$ cat src/design/ttcgs_pkg.sv
`default_nettype none

package ttcgs_pkg;

   localparam int TTC_W      = 15;
   localparam int SPEED_W    = 8;
   localparam int CFG_W      = 14;
   localparam int CSR_IDX_W  = 3;
   localparam int CSR_DATA_W = 14;

   localparam int TTC_FRAC_BITS_DEFAULT  = 4;
   localparam int GAIN_FRAC_BITS_DEFAULT = 8;

   // register indexes on the csr channel
   localparam logic [CSR_IDX_W-1:0] REG_TARGET_TTC    = 3'd0;
   localparam logic [CSR_IDX_W-1:0] REG_INITIAL_SPEED = 3'd1;
   localparam logic [CSR_IDX_W-1:0] REG_MAX_SPEED     = 3'd2;
   localparam logic [CSR_IDX_W-1:0] REG_STOP_SPEED    = 3'd3;
   localparam logic [CSR_IDX_W-1:0] REG_FIRST_UPPER   = 3'd4;
   localparam logic [CSR_IDX_W-1:0] REG_LATER_UPPER   = 3'd5;
   localparam logic [CSR_IDX_W-1:0] REG_MAX_JUMP      = 3'd6;

   localparam logic [CFG_W-1:0]   RST_TARGET_TTC    = 14'd1040;
   localparam logic [SPEED_W-1:0] RST_INITIAL_SPEED = 8'd60;
   localparam logic [SPEED_W-1:0] RST_MAX_SPEED     = 8'd180;
   localparam logic [SPEED_W-1:0] RST_STOP_SPEED    = 8'd35;
   localparam logic [CFG_W-1:0]   RST_FIRST_UPPER   = 14'd4800;
   localparam logic [CFG_W-1:0]   RST_LATER_UPPER   = 14'd8000;
   localparam logic [CFG_W-1:0]   RST_MAX_JUMP      = 14'd960;

   typedef struct packed {
      logic [CFG_W-1:0]   target_ttc;
      logic [SPEED_W-1:0] max_speed;
      logic [SPEED_W-1:0] stop_speed;
      logic [CFG_W-1:0]   first_upper;
      logic [CFG_W-1:0]   later_upper;
      logic [CFG_W-1:0]   max_jump;
   } cfg_type;

   typedef struct packed {
      logic [SPEED_W-1:0]      speed;
      logic signed [TTC_W-1:0] last_ttc;
      logic                    first_pending;
      logic                    stopped;
   } state_type;

   typedef struct packed {
      logic [SPEED_W-1:0] speed_cmd;
      logic               accepted;
      logic               stop;
   } result_type;

endpackage

`default_nettype wire

$ cat src/design/ttcgs_req_if.sv
`default_nettype none

interface ttcgs_req_if;
   logic                                 valid;
   logic                                 ready;
   logic signed [ttcgs_pkg::TTC_W-1:0]   ttc_q4;

   modport source (output valid, output ttc_q4, input ready);
   modport sink   (input valid, input ttc_q4, output ready);
endinterface

`default_nettype wire

$ cat src/design/ttcgs_rsp_if.sv
`default_nettype none

interface ttcgs_rsp_if;
   logic                              valid;
   logic                              ready;
   logic [ttcgs_pkg::SPEED_W-1:0]     speed_cmd;
   logic                              accepted;
   logic                              stop;

   modport source (output valid, output speed_cmd, output accepted, output stop, input ready);
   modport sink   (input valid, input speed_cmd, input accepted, input stop, output ready);
endinterface

`default_nettype wire

$ cat src/design/ttcgs_csr_if.sv
`default_nettype none

interface ttcgs_csr_if;
   logic                                 valid;
   logic                                 ready;
   logic [ttcgs_pkg::CSR_IDX_W-1:0]      idx;
   logic [ttcgs_pkg::CSR_DATA_W-1:0]     wdata;

   modport source (output valid, output idx, output wdata, input ready);
   modport sink   (input valid, input idx, input wdata, output ready);
endinterface

`default_nettype wire

$ cat src/design/ttcgs_step.sv
`default_nettype none

module ttcgs_step #(
   parameter int TTC_FRAC_BITS  = ttcgs_pkg::TTC_FRAC_BITS_DEFAULT,
   parameter int GAIN_FRAC_BITS = ttcgs_pkg::GAIN_FRAC_BITS_DEFAULT
) (
   input  wire logic signed [ttcgs_pkg::TTC_W-1:0] ttc,
   input  wire ttcgs_pkg::state_type                state_cur,
   input  wire ttcgs_pkg::cfg_type                  cfg,
   output      ttcgs_pkg::state_type                state_nxt,
   output      ttcgs_pkg::result_type               result
);

   localparam int TTC_W   = ttcgs_pkg::TTC_W;
   localparam int SPEED_W = ttcgs_pkg::SPEED_W;
   localparam int CFG_W   = ttcgs_pkg::CFG_W;
   localparam int SHIFT   = TTC_FRAC_BITS + GAIN_FRAC_BITS;
   localparam int KP_W    = GAIN_FRAC_BITS + 1;
   localparam int ERR_W   = TTC_W + 2;
   localparam int PROD_W  = ERR_W + KP_W;
   localparam int SUM_W   = PROD_W + TTC_FRAC_BITS + 1;
   localparam int QUO_W   = SUM_W - SHIFT;
   localparam int DIF_W   = TTC_W + 1;

   localparam logic signed [KP_W-1:0] KP1 = KP_W'((1 * (2 ** GAIN_FRAC_BITS) + 5) / 10);
   localparam logic signed [KP_W-1:0] KP2 = KP_W'((2 * (2 ** GAIN_FRAC_BITS) + 5) / 10);
   localparam logic signed [KP_W-1:0] KP3 = KP_W'((3 * (2 ** GAIN_FRAC_BITS) + 5) / 10);
   localparam logic signed [KP_W-1:0] KP4 = KP_W'((4 * (2 ** GAIN_FRAC_BITS) + 5) / 10);
   localparam logic signed [KP_W-1:0] KP5 = KP_W'((5 * (2 ** GAIN_FRAC_BITS) + 5) / 10);

   localparam int ONE  = 2 ** TTC_FRAC_BITS;
   localparam int B110 = 110 * ONE;
   localparam int B100 = 100 * ONE;
   localparam int B80  = 80 * ONE;
   localparam int B70  = 70 * ONE;
   localparam int B60  = 60 * ONE;
   localparam int B50  = 50 * ONE;
   localparam int B40  = 40 * ONE;

   logic signed [31:0]        ttc_wide;
   logic signed [KP_W-1:0]    kp;
   logic signed [ERR_W-1:0]   err;
   logic signed [PROD_W-1:0]  prod;
   logic signed [SUM_W-1:0]   base;
   logic signed [SUM_W-1:0]   sum;
   logic [QUO_W-1:0]          quo;
   logic [SPEED_W-1:0]        upd_speed;
   logic                      ttc_pos;
   logic signed [DIF_W-1:0]   dif;
   logic [DIF_W-1:0]          dif_abs;
   logic                      acc;
   logic [SPEED_W-1:0]        speed_new;

   assign ttc_wide = 32'(ttc);

   always_comb begin
      if (ttc_wide >= B110) begin
         kp = KP5;
      end else if (ttc_wide >= B100) begin
         kp = KP4;
      end else if (ttc_wide >= B80) begin
         kp = KP3;
      end else if (ttc_wide >= B70) begin
         kp = KP2;
      end else if (ttc_wide >= B60) begin
         kp = KP1;
      end else if (ttc_wide >= B50) begin
         kp = KP2;
      end else if (ttc_wide >= B40) begin
         kp = KP3;
      end else begin
         kp = KP4;
      end
   end

   assign err  = $signed({{2{ttc[TTC_W-1]}}, ttc}) -
                 $signed({{(ERR_W-CFG_W){1'b0}}, cfg.target_ttc});
   assign prod = kp * err;
   assign base = $signed({{(SUM_W-SPEED_W-SHIFT){1'b0}}, state_cur.speed, {SHIFT{1'b0}}});
   assign sum  = base + $signed({{(SUM_W-PROD_W){prod[PROD_W-1]}}, prod});
   assign quo  = sum[SUM_W-1:SHIFT];

   // negative sum floors at zero; otherwise truncate and clamp
   always_comb begin
      if (sum[SUM_W-1]) begin
         upd_speed = '0;
      end else if (quo > {{(QUO_W-SPEED_W){1'b0}}, cfg.max_speed}) begin
         upd_speed = cfg.max_speed;
      end else begin
         upd_speed = quo[SPEED_W-1:0];
      end
   end

   assign ttc_pos = !ttc[TTC_W-1] && (ttc != '0);
   assign dif     = $signed({ttc[TTC_W-1], ttc}) -
                    $signed({state_cur.last_ttc[TTC_W-1], state_cur.last_ttc});
   assign dif_abs = dif[DIF_W-1] ? DIF_W'(-dif) : DIF_W'(dif);

   always_comb begin
      state_nxt = state_cur;
      acc       = 1'b0;
      speed_new = state_cur.speed;
      result    = '0;
      if (state_cur.stopped) begin
         result.stop = 1'b1;
      end else begin
         if (state_cur.first_pending) begin
            acc = ttc_pos && (ttc[CFG_W-1:0] < cfg.first_upper);
            if (acc) begin
               state_nxt.last_ttc = ttc;
            end
            state_nxt.first_pending = 1'b0;
         end else begin
            acc = ttc_pos && (ttc[CFG_W-1:0] < cfg.later_upper) &&
                  (dif_abs < {{(DIF_W-CFG_W){1'b0}}, cfg.max_jump});
            state_nxt.last_ttc = ttc;
         end
         if (acc) begin
            speed_new = upd_speed;
         end
         state_nxt.speed   = speed_new;
         state_nxt.stopped = (speed_new <= cfg.stop_speed);
         result.accepted   = acc;
         result.stop       = state_nxt.stopped;
         result.speed_cmd  = state_nxt.stopped ? '0 : speed_new;
      end
   end

endmodule

`default_nettype wire

$ cat src/design/ttc_gain_scheduled_speed_control.sv
// Time-to-contact speed controller with a gain schedule.
// req_ch carries one signed Q.4 time-to-contact measurement per frame;
// rsp_ch returns exactly one result per measurement, in order: the speed
// command, whether the measurement passed the gate, and the stop flag.
// csr_ch writes the seven configuration registers by index (0 to 6);
// it is always ready and a write to any other index is dropped. Write
// registers only while no measurement is in flight.
// A result is registered: its measurement is held in the input stage register
// until the result register is free, and its result is then loaded there.
// Throughput: one measurement per cycle while rsp_ch does not stall; the gate,
// gain lookup, one multiply and the clamp all sit between the input stage
// register and the result register, and the speed state loads in the same cycle as the result.
// When rsp_ch stalls, the result register holds and one more measurement
// waits in the input stage; req_ch.ready drops only when both are full.
// Synchronous reset restores the register defaults, loads the speed with
// the initial_speed default, clears the stop and the valid flags of both pipeline registers.
`default_nettype none

module ttc_gain_scheduled_speed_control #(
   parameter int TTC_FRAC_BITS  = ttcgs_pkg::TTC_FRAC_BITS_DEFAULT,
   parameter int GAIN_FRAC_BITS = ttcgs_pkg::GAIN_FRAC_BITS_DEFAULT
) (
   input  wire logic   clock,
   input  wire logic   reset,
   ttcgs_req_if.sink   req_ch,
   ttcgs_rsp_if.source rsp_ch,
   ttcgs_csr_if.sink   csr_ch
);

   localparam int TTC_W   = ttcgs_pkg::TTC_W;
   localparam int SPEED_W = ttcgs_pkg::SPEED_W;
   localparam int CFG_W   = ttcgs_pkg::CFG_W;

   ttcgs_pkg::cfg_type     cfg_ff;
   ttcgs_pkg::state_type   state_ff;
   ttcgs_pkg::state_type   state_in;
   ttcgs_pkg::result_type  result_ff;
   ttcgs_pkg::result_type  step_result;

   logic                    stage_valid_ff;
   logic                    stage_valid_in;
   logic signed [TTC_W-1:0] stage_ttc_ff;
   logic                    rsp_valid_ff;
   logic                    rsp_valid_in;
   logic                    step_go;
   logic                    req_xfer;
   logic                    csr_xfer;

   assign step_go  = stage_valid_ff && (!rsp_valid_ff || rsp_ch.ready);
   assign req_xfer = req_ch.valid && req_ch.ready;
   assign csr_xfer = csr_ch.valid && csr_ch.ready;

   assign req_ch.ready = !stage_valid_ff || step_go;
   assign csr_ch.ready = 1'b1;

   assign stage_valid_in = req_xfer || (stage_valid_ff && !step_go);
   assign rsp_valid_in   = step_go || (rsp_valid_ff && !rsp_ch.ready);

   ttcgs_step #(
      .TTC_FRAC_BITS  (TTC_FRAC_BITS),
      .GAIN_FRAC_BITS (GAIN_FRAC_BITS)
   ) u_step (
      .ttc       (stage_ttc_ff),
      .state_cur (state_ff),
      .cfg       (cfg_ff),
      .state_nxt (state_in),
      .result    (step_result)
   );

   always_ff @(posedge clock) begin
      if (reset) begin
         stage_valid_ff <= 1'b0;
         rsp_valid_ff   <= 1'b0;
      end else begin
         stage_valid_ff <= stage_valid_in;
         rsp_valid_ff   <= rsp_valid_in;
      end
   end

   always_ff @(posedge clock) begin
      if (req_xfer) begin
         stage_ttc_ff <= req_ch.ttc_q4;
      end
      if (step_go) begin
         result_ff <= step_result;
      end
   end

   always_ff @(posedge clock) begin
      if (reset) begin
         cfg_ff.target_ttc  <= ttcgs_pkg::RST_TARGET_TTC;
         cfg_ff.max_speed   <= ttcgs_pkg::RST_MAX_SPEED;
         cfg_ff.stop_speed  <= ttcgs_pkg::RST_STOP_SPEED;
         cfg_ff.first_upper <= ttcgs_pkg::RST_FIRST_UPPER;
         cfg_ff.later_upper <= ttcgs_pkg::RST_LATER_UPPER;
         cfg_ff.max_jump    <= ttcgs_pkg::RST_MAX_JUMP;
      end else if (csr_xfer) begin
         unique case (csr_ch.idx)
            ttcgs_pkg::REG_TARGET_TTC:  cfg_ff.target_ttc  <= csr_ch.wdata[CFG_W-1:0];
            ttcgs_pkg::REG_MAX_SPEED:   cfg_ff.max_speed   <= csr_ch.wdata[SPEED_W-1:0];
            ttcgs_pkg::REG_STOP_SPEED:  cfg_ff.stop_speed  <= csr_ch.wdata[SPEED_W-1:0];
            ttcgs_pkg::REG_FIRST_UPPER: cfg_ff.first_upper <= csr_ch.wdata[CFG_W-1:0];
            ttcgs_pkg::REG_LATER_UPPER: cfg_ff.later_upper <= csr_ch.wdata[CFG_W-1:0];
            ttcgs_pkg::REG_MAX_JUMP:    cfg_ff.max_jump    <= csr_ch.wdata[CFG_W-1:0];
            default: ;
         endcase
      end
   end

   always_ff @(posedge clock) begin
      if (reset) begin
         state_ff.speed         <= ttcgs_pkg::RST_INITIAL_SPEED;
         state_ff.last_ttc      <= '0;
         state_ff.first_pending <= 1'b1;
         state_ff.stopped       <= 1'b0;
      end else if (step_go) begin
         state_ff <= state_in;
      end else if (csr_xfer && (csr_ch.idx == ttcgs_pkg::REG_INITIAL_SPEED) &&
                   state_ff.first_pending && !state_ff.stopped) begin
         // a late initial_speed write still loads the speed before the first frame
         state_ff.speed <= csr_ch.wdata[SPEED_W-1:0];
      end
   end

   assign rsp_ch.valid     = rsp_valid_ff;
   assign rsp_ch.speed_cmd = result_ff.speed_cmd;
   assign rsp_ch.accepted  = result_ff.accepted;
   assign rsp_ch.stop      = result_ff.stop;

endmodule

`default_nettype wire

$ cat src/flat_wrapper.sv
// flat-port wrapper written by rule: the top's interface ports become plain ports
module ttc_gain_scheduled_speed_control_flat 
#(
   parameter int TTC_FRAC_BITS  = ttcgs_pkg::TTC_FRAC_BITS_DEFAULT,
   parameter int GAIN_FRAC_BITS = ttcgs_pkg::GAIN_FRAC_BITS_DEFAULT
)
  (clock, reset, req_ch_valid, req_ch_ttc_q4, req_ch_ready, rsp_ch_valid, rsp_ch_speed_cmd, rsp_ch_accepted, rsp_ch_stop, rsp_ch_ready, csr_ch_valid, csr_ch_idx, csr_ch_wdata, csr_ch_ready);
  ttcgs_req_if req_ch_i ();
  ttcgs_rsp_if rsp_ch_i ();
  ttcgs_csr_if csr_ch_i ();
  input  wire logic clock;
  input  wire logic reset;
  input wire logic [$bits(req_ch_i.valid)-1:0] req_ch_valid;
  input wire logic [$bits(req_ch_i.ttc_q4)-1:0] req_ch_ttc_q4;
  output wire logic [$bits(req_ch_i.ready)-1:0] req_ch_ready;
  output wire logic [$bits(rsp_ch_i.valid)-1:0] rsp_ch_valid;
  output wire logic [$bits(rsp_ch_i.speed_cmd)-1:0] rsp_ch_speed_cmd;
  output wire logic [$bits(rsp_ch_i.accepted)-1:0] rsp_ch_accepted;
  output wire logic [$bits(rsp_ch_i.stop)-1:0] rsp_ch_stop;
  input wire logic [$bits(rsp_ch_i.ready)-1:0] rsp_ch_ready;
  input wire logic [$bits(csr_ch_i.valid)-1:0] csr_ch_valid;
  input wire logic [$bits(csr_ch_i.idx)-1:0] csr_ch_idx;
  input wire logic [$bits(csr_ch_i.wdata)-1:0] csr_ch_wdata;
  output wire logic [$bits(csr_ch_i.ready)-1:0] csr_ch_ready;
  assign req_ch_i.valid = req_ch_valid;
  assign req_ch_i.ttc_q4 = req_ch_ttc_q4;
  assign req_ch_ready = req_ch_i.ready;
  assign rsp_ch_valid = rsp_ch_i.valid;
  assign rsp_ch_speed_cmd = rsp_ch_i.speed_cmd;
  assign rsp_ch_accepted = rsp_ch_i.accepted;
  assign rsp_ch_stop = rsp_ch_i.stop;
  assign rsp_ch_i.ready = rsp_ch_ready;
  assign csr_ch_i.valid = csr_ch_valid;
  assign csr_ch_i.idx = csr_ch_idx;
  assign csr_ch_i.wdata = csr_ch_wdata;
  assign csr_ch_ready = csr_ch_i.ready;
  ttc_gain_scheduled_speed_control #(.TTC_FRAC_BITS(TTC_FRAC_BITS), .GAIN_FRAC_BITS(GAIN_FRAC_BITS)) u_core (.clock(clock), .reset(reset), .req_ch(req_ch_i), .rsp_ch(rsp_ch_i), .csr_ch(csr_ch_i));
endmodule
$ cat config.mk
export PLATFORM = sky130hd
export DESIGN_NAME = ttc_gain_scheduled_speed_control_flat
export DESIGN_NICKNAME = d
export VERILOG_FILES = /design/src/design/ttcgs_pkg.sv /design/src/design/ttcgs_req_if.sv /design/src/design/ttcgs_rsp_if.sv /design/src/design/ttcgs_csr_if.sv /design/src/design/ttcgs_step.sv /design/src/design/ttc_gain_scheduled_speed_control.sv /design/src/flat_wrapper.sv
export SDC_FILE = /design/constraint.sdc
export NUM_CORES = 1
export LEC_CHECK = 0
export BUFFER_PORTS_ARGS = -buffer_cell sky130_fd_sc_hd__buf_2
export CAP_MARGIN = 40
export CORE_ASPECT_RATIO = 0.7
export CORE_MARGIN = 2
export CORE_UTILIZATION = 55
export DETAILED_ROUTE_END_ITERATION = 8
export HOLD_SLACK_MARGIN = 0.1
export PLACE_DENSITY = 0.75
export RECOVER_POWER = 25
export SLEW_MARGIN = 20
export SYNTH_ARGS = -nofsm -noshare
export SYNTH_HDL_FRONTEND = slang
export SYNTH_SLANG_ARGS = --single-unit
$ cat constraint.sdc
create_clock -name clock -period 10.71 [get_ports clock]
set_input_delay 2.142 -clock clock [delete_from_list [all_inputs] [get_ports clock]]
set_output_delay 2.142 -clock clock [all_outputs]
set_load 0.01 [all_outputs]
==> impl_metrics.tcl <==
set metrics [dict create \
    critPathMaxFanout 8 \
    path_clk_slew_ps 60 \
    drtPass1Iterations 8 \
    grt_pass1_vias 10634 \
    port_buffers 48 \
    cts-buffers-inserted 17 \
    setup_viol 0 \
    ys_seq_elements 124 \
    wl_per_cell_microns 18.6 \
    synth_cell_types 70 \
    drt_wl_total_microns 35900 \
    grt_start_max_net_pins 67 \
    synthTopCellsByArea "fa_1 18%, dfxtp_1 15%, ha_1 14%, inv_1 6.6%, edfxtp_1 5.9%" \
    crit_arrival_ps 10580 \
    insertion_delay_ps 420 \
    worst-path-buf-inv 6 \
    maxSlewViolCount 106 \
    async_flop_share_pct 0 \
    rows 46 \
    ys.flop_type "dfxtp_1" \
    cp_common_cell "fa_1" \
    die_y_microns 132 \
    cts_buffer_depth 2 \
    failed_checks "max-capacitance violations, max-slew violations" \
    critPathMaxStageDelay_ps 570 \
    yosysTopAreaCell "fa_1" \
    cap_viol_max_count 2 \
    clock_skew_ps 11.4 \
    hold_violations 0 \
    r2r_slack_ps 400 \
    yosysTopAreaCellShare_pct 17.6 \
    die_area_sq_mm 0.0246 \
    synth_area_per_cell_sq_um 8.42 \
    viasPerCell 5.81 \
    min_period_over_period_pct 96.2 \
    fin_crit_ps 10310 \
    root_buffer "clkbuf_16" \
    drc 0 \
    seq_area_sq_mm 0.00273 \
    die_w_microns 187 \
    nets 1895 \
    ys_seq_area_share_pct 21.3 \
    post-dp-hpwl_microns 27700 \
    hp-class "register to register" \
    cts-htree-levels 4 \
    yosysMostFrequentCell "inv_1" \
    critPathTopFamily "adder cells" \
    place_area_sq_mm 0.0136 \
    initial_utilization_pct 56.3 \
    stdcell_area_sq_mm 0.0147 \
    cp.required_ps 10990 \
    multi_input_area_sq_mm 0.00936 \
    hold_buffers 0 \
    syn_inst 1523 \
    drive_gt1_share_pct 13.0 \
    syn_area_sq_mm 0.0128 \
    fillers 1931 \
    slowest_stage "fa_1" \
    leakage_nw 6.64 \
    slew_headroom_pct -98.8 \
    design.core.area_sq_mm 0.0228 \
    n_antenna_cell 0 \
    clkSinkCount 124 \
    dp.cells 1873 \
    overflow 0 \
    cp-start-kind "register" \
    ys_top_cells_by_count "226 x inv_1, 193 x nand2_1, 143 x ha_1" \
    worstSetupPathType "register to register" \
    final_cell_count_no_fill 1927 \
    synth_enable_flop_cells 25 \
    place.gp.congestion 0.894 \
    ant_nets 0 \
    grt_pass1_wl_microns 57100 \
    power.density_mw_per_mm2 274 \
    grt_use_total_pct 29.4 \
    status "complete, but fails checks" \
    syn2layout_area_growth_pct 14.3 \
    io_pins 50 \
    fmaxAchievable_mhz 97.0 \
    power.total_mw 4.01 \
    initialDrtViolationCount 1090 \
    ir_worst_vdd_uv 356 \
    tightest_slew_ps 2980 \
    yosys_warnings 0 \
    syn_nets 1816 \
    end_kind "register" \
    antenna_found_initial 0 \
    final_core_util_pct 64.3 \
    vias 11191 \
    tritoncts "done" \
]
-- placed cells by master, fill, tap and decap left out, drive strengths merged, types with 24 or more instances in the layout --
| master | instances |
|---|---|
| buf | 103 |
| xnor2 | 34 |
| edfxtp | 25 |
| clkbuf | 26 |
| a21oi | 93 |
| nand2 | 193 |
| o21ai | 54 |
| o21a | 24 |
| mux2i | 31 |
| nand3 | 24 |
| a21o | 25 |
| ha | 143 |
| dfxtp | 99 |
| nor2 | 138 |
| inv | 231 |
| fa | 113 |
-- repair_timing --
item,4_1_cts,5_1_grt
setup buffers,3,17
pin swaps,2,29
gates resized for setup,10,69
setup endpoints to repair,8,10
-- power breakdown --
part,internal (mW),total [mW],leakage [nW],switching [mW]
sequential,0.505,0.525,1.05,0.0195
clock,0.391,0.616,0.297,0.225
combinational,1.22,2.87,5.30,1.66
total,2.11,4.01,6.64,1.90
-- per-layer routing --
layer	vias up	global-route usage [%]	share of wire, %
met5	-	0	0
met4	0	4.14	1.1
met3	47	7.59	10
li1	5242	-	-
met2	529	42.0	41
met1	5373	45.5	48
-- cells by family (layout without fill, tap and decap cells) --
kind of cell | Yosys count | in the layout | synth area share [%]
buffers and inverters | 276 | 368 | 8.17
adder cells (fa/ha/maj) | 256 | 256 | 31.6
XOR/XNOR | 51 | 51 | 3.48
AND/OR/NAND/NOR | 485 | 485 | 17.5
multiplexers | 31 | 31 | 2.42
other | 1 | 1 | 0.0292
flip-flops | 124 | 124 | 21.3
AO/OA/AOI/OAI | 299 | 299 | 15.5
-- state kept, by name, summed over array words and instances, names as in the netlist --
signal,cells
u_core.stage_ttc_ff,15
u_core.rsp_ch.accepted,1
u_core.rsp_ch.valid,1
u_core.cfg_ff,72
u_core.stage_valid_ff,1
u_core.state_ff,25
u_core.rsp_ch.stop,1
u_core.rsp_ch.speed_cmd,8
-- worst register-to-register path, delay by kind of cell, from the launching register on --
| family | cells | cell delay [ps] |
|---|---|---|
| DFF | 1 | 400 |
| adders and majority gates | 10 | 3910 |
| AOI/OAI and AO/OA | 18 | 3230 |
| muxes | 1 | 270 |
| xor gates and xnor gates | 2 | 480 |
| and+or+nand+nor | 8 | 1320 |
| buffers and inverters | 6 | 570 |
-- through the flow --
step	setup TNS (ps)	hold slack, ps	setup WS, ps
after floorplan	0	434	313
after global placement	-290	442	-52.2
after detailed placement	-2770	447	-388
after CTS	0	455	34.5
after global routing	-467	473	-88.0
final	0	454	405
-- final cells by class --
cell class | count | share of cell area (%)
Tap cell | 312 | 2.66
Timing Repair Buffer | 110 | 4.80
Inverter | 226 | 5.79
Sequential cell | 124 | 18.7
Multi-Input combinational cell | 1123 | 63.9
Clock inverter | 13 | 1.26
Clock buffer | 19 | 2.95
-- final timing paths --
check	cells past startpoint	end	startpoint
max	45	u_core.rsp_ch.speed_cmd[5]	u_core.stage_ttc_ff[0]
min	2	u_core.cfg_ff[60]	u_core.cfg_ff[60]
max reg2reg	45	u_core.rsp_ch.speed_cmd[5]	u_core.stage_ttc_ff[0]
min reg2reg	2	u_core.cfg_ff[60]	u_core.cfg_ff[60]
Note: power is estimated with default switching activity, not from simulation.
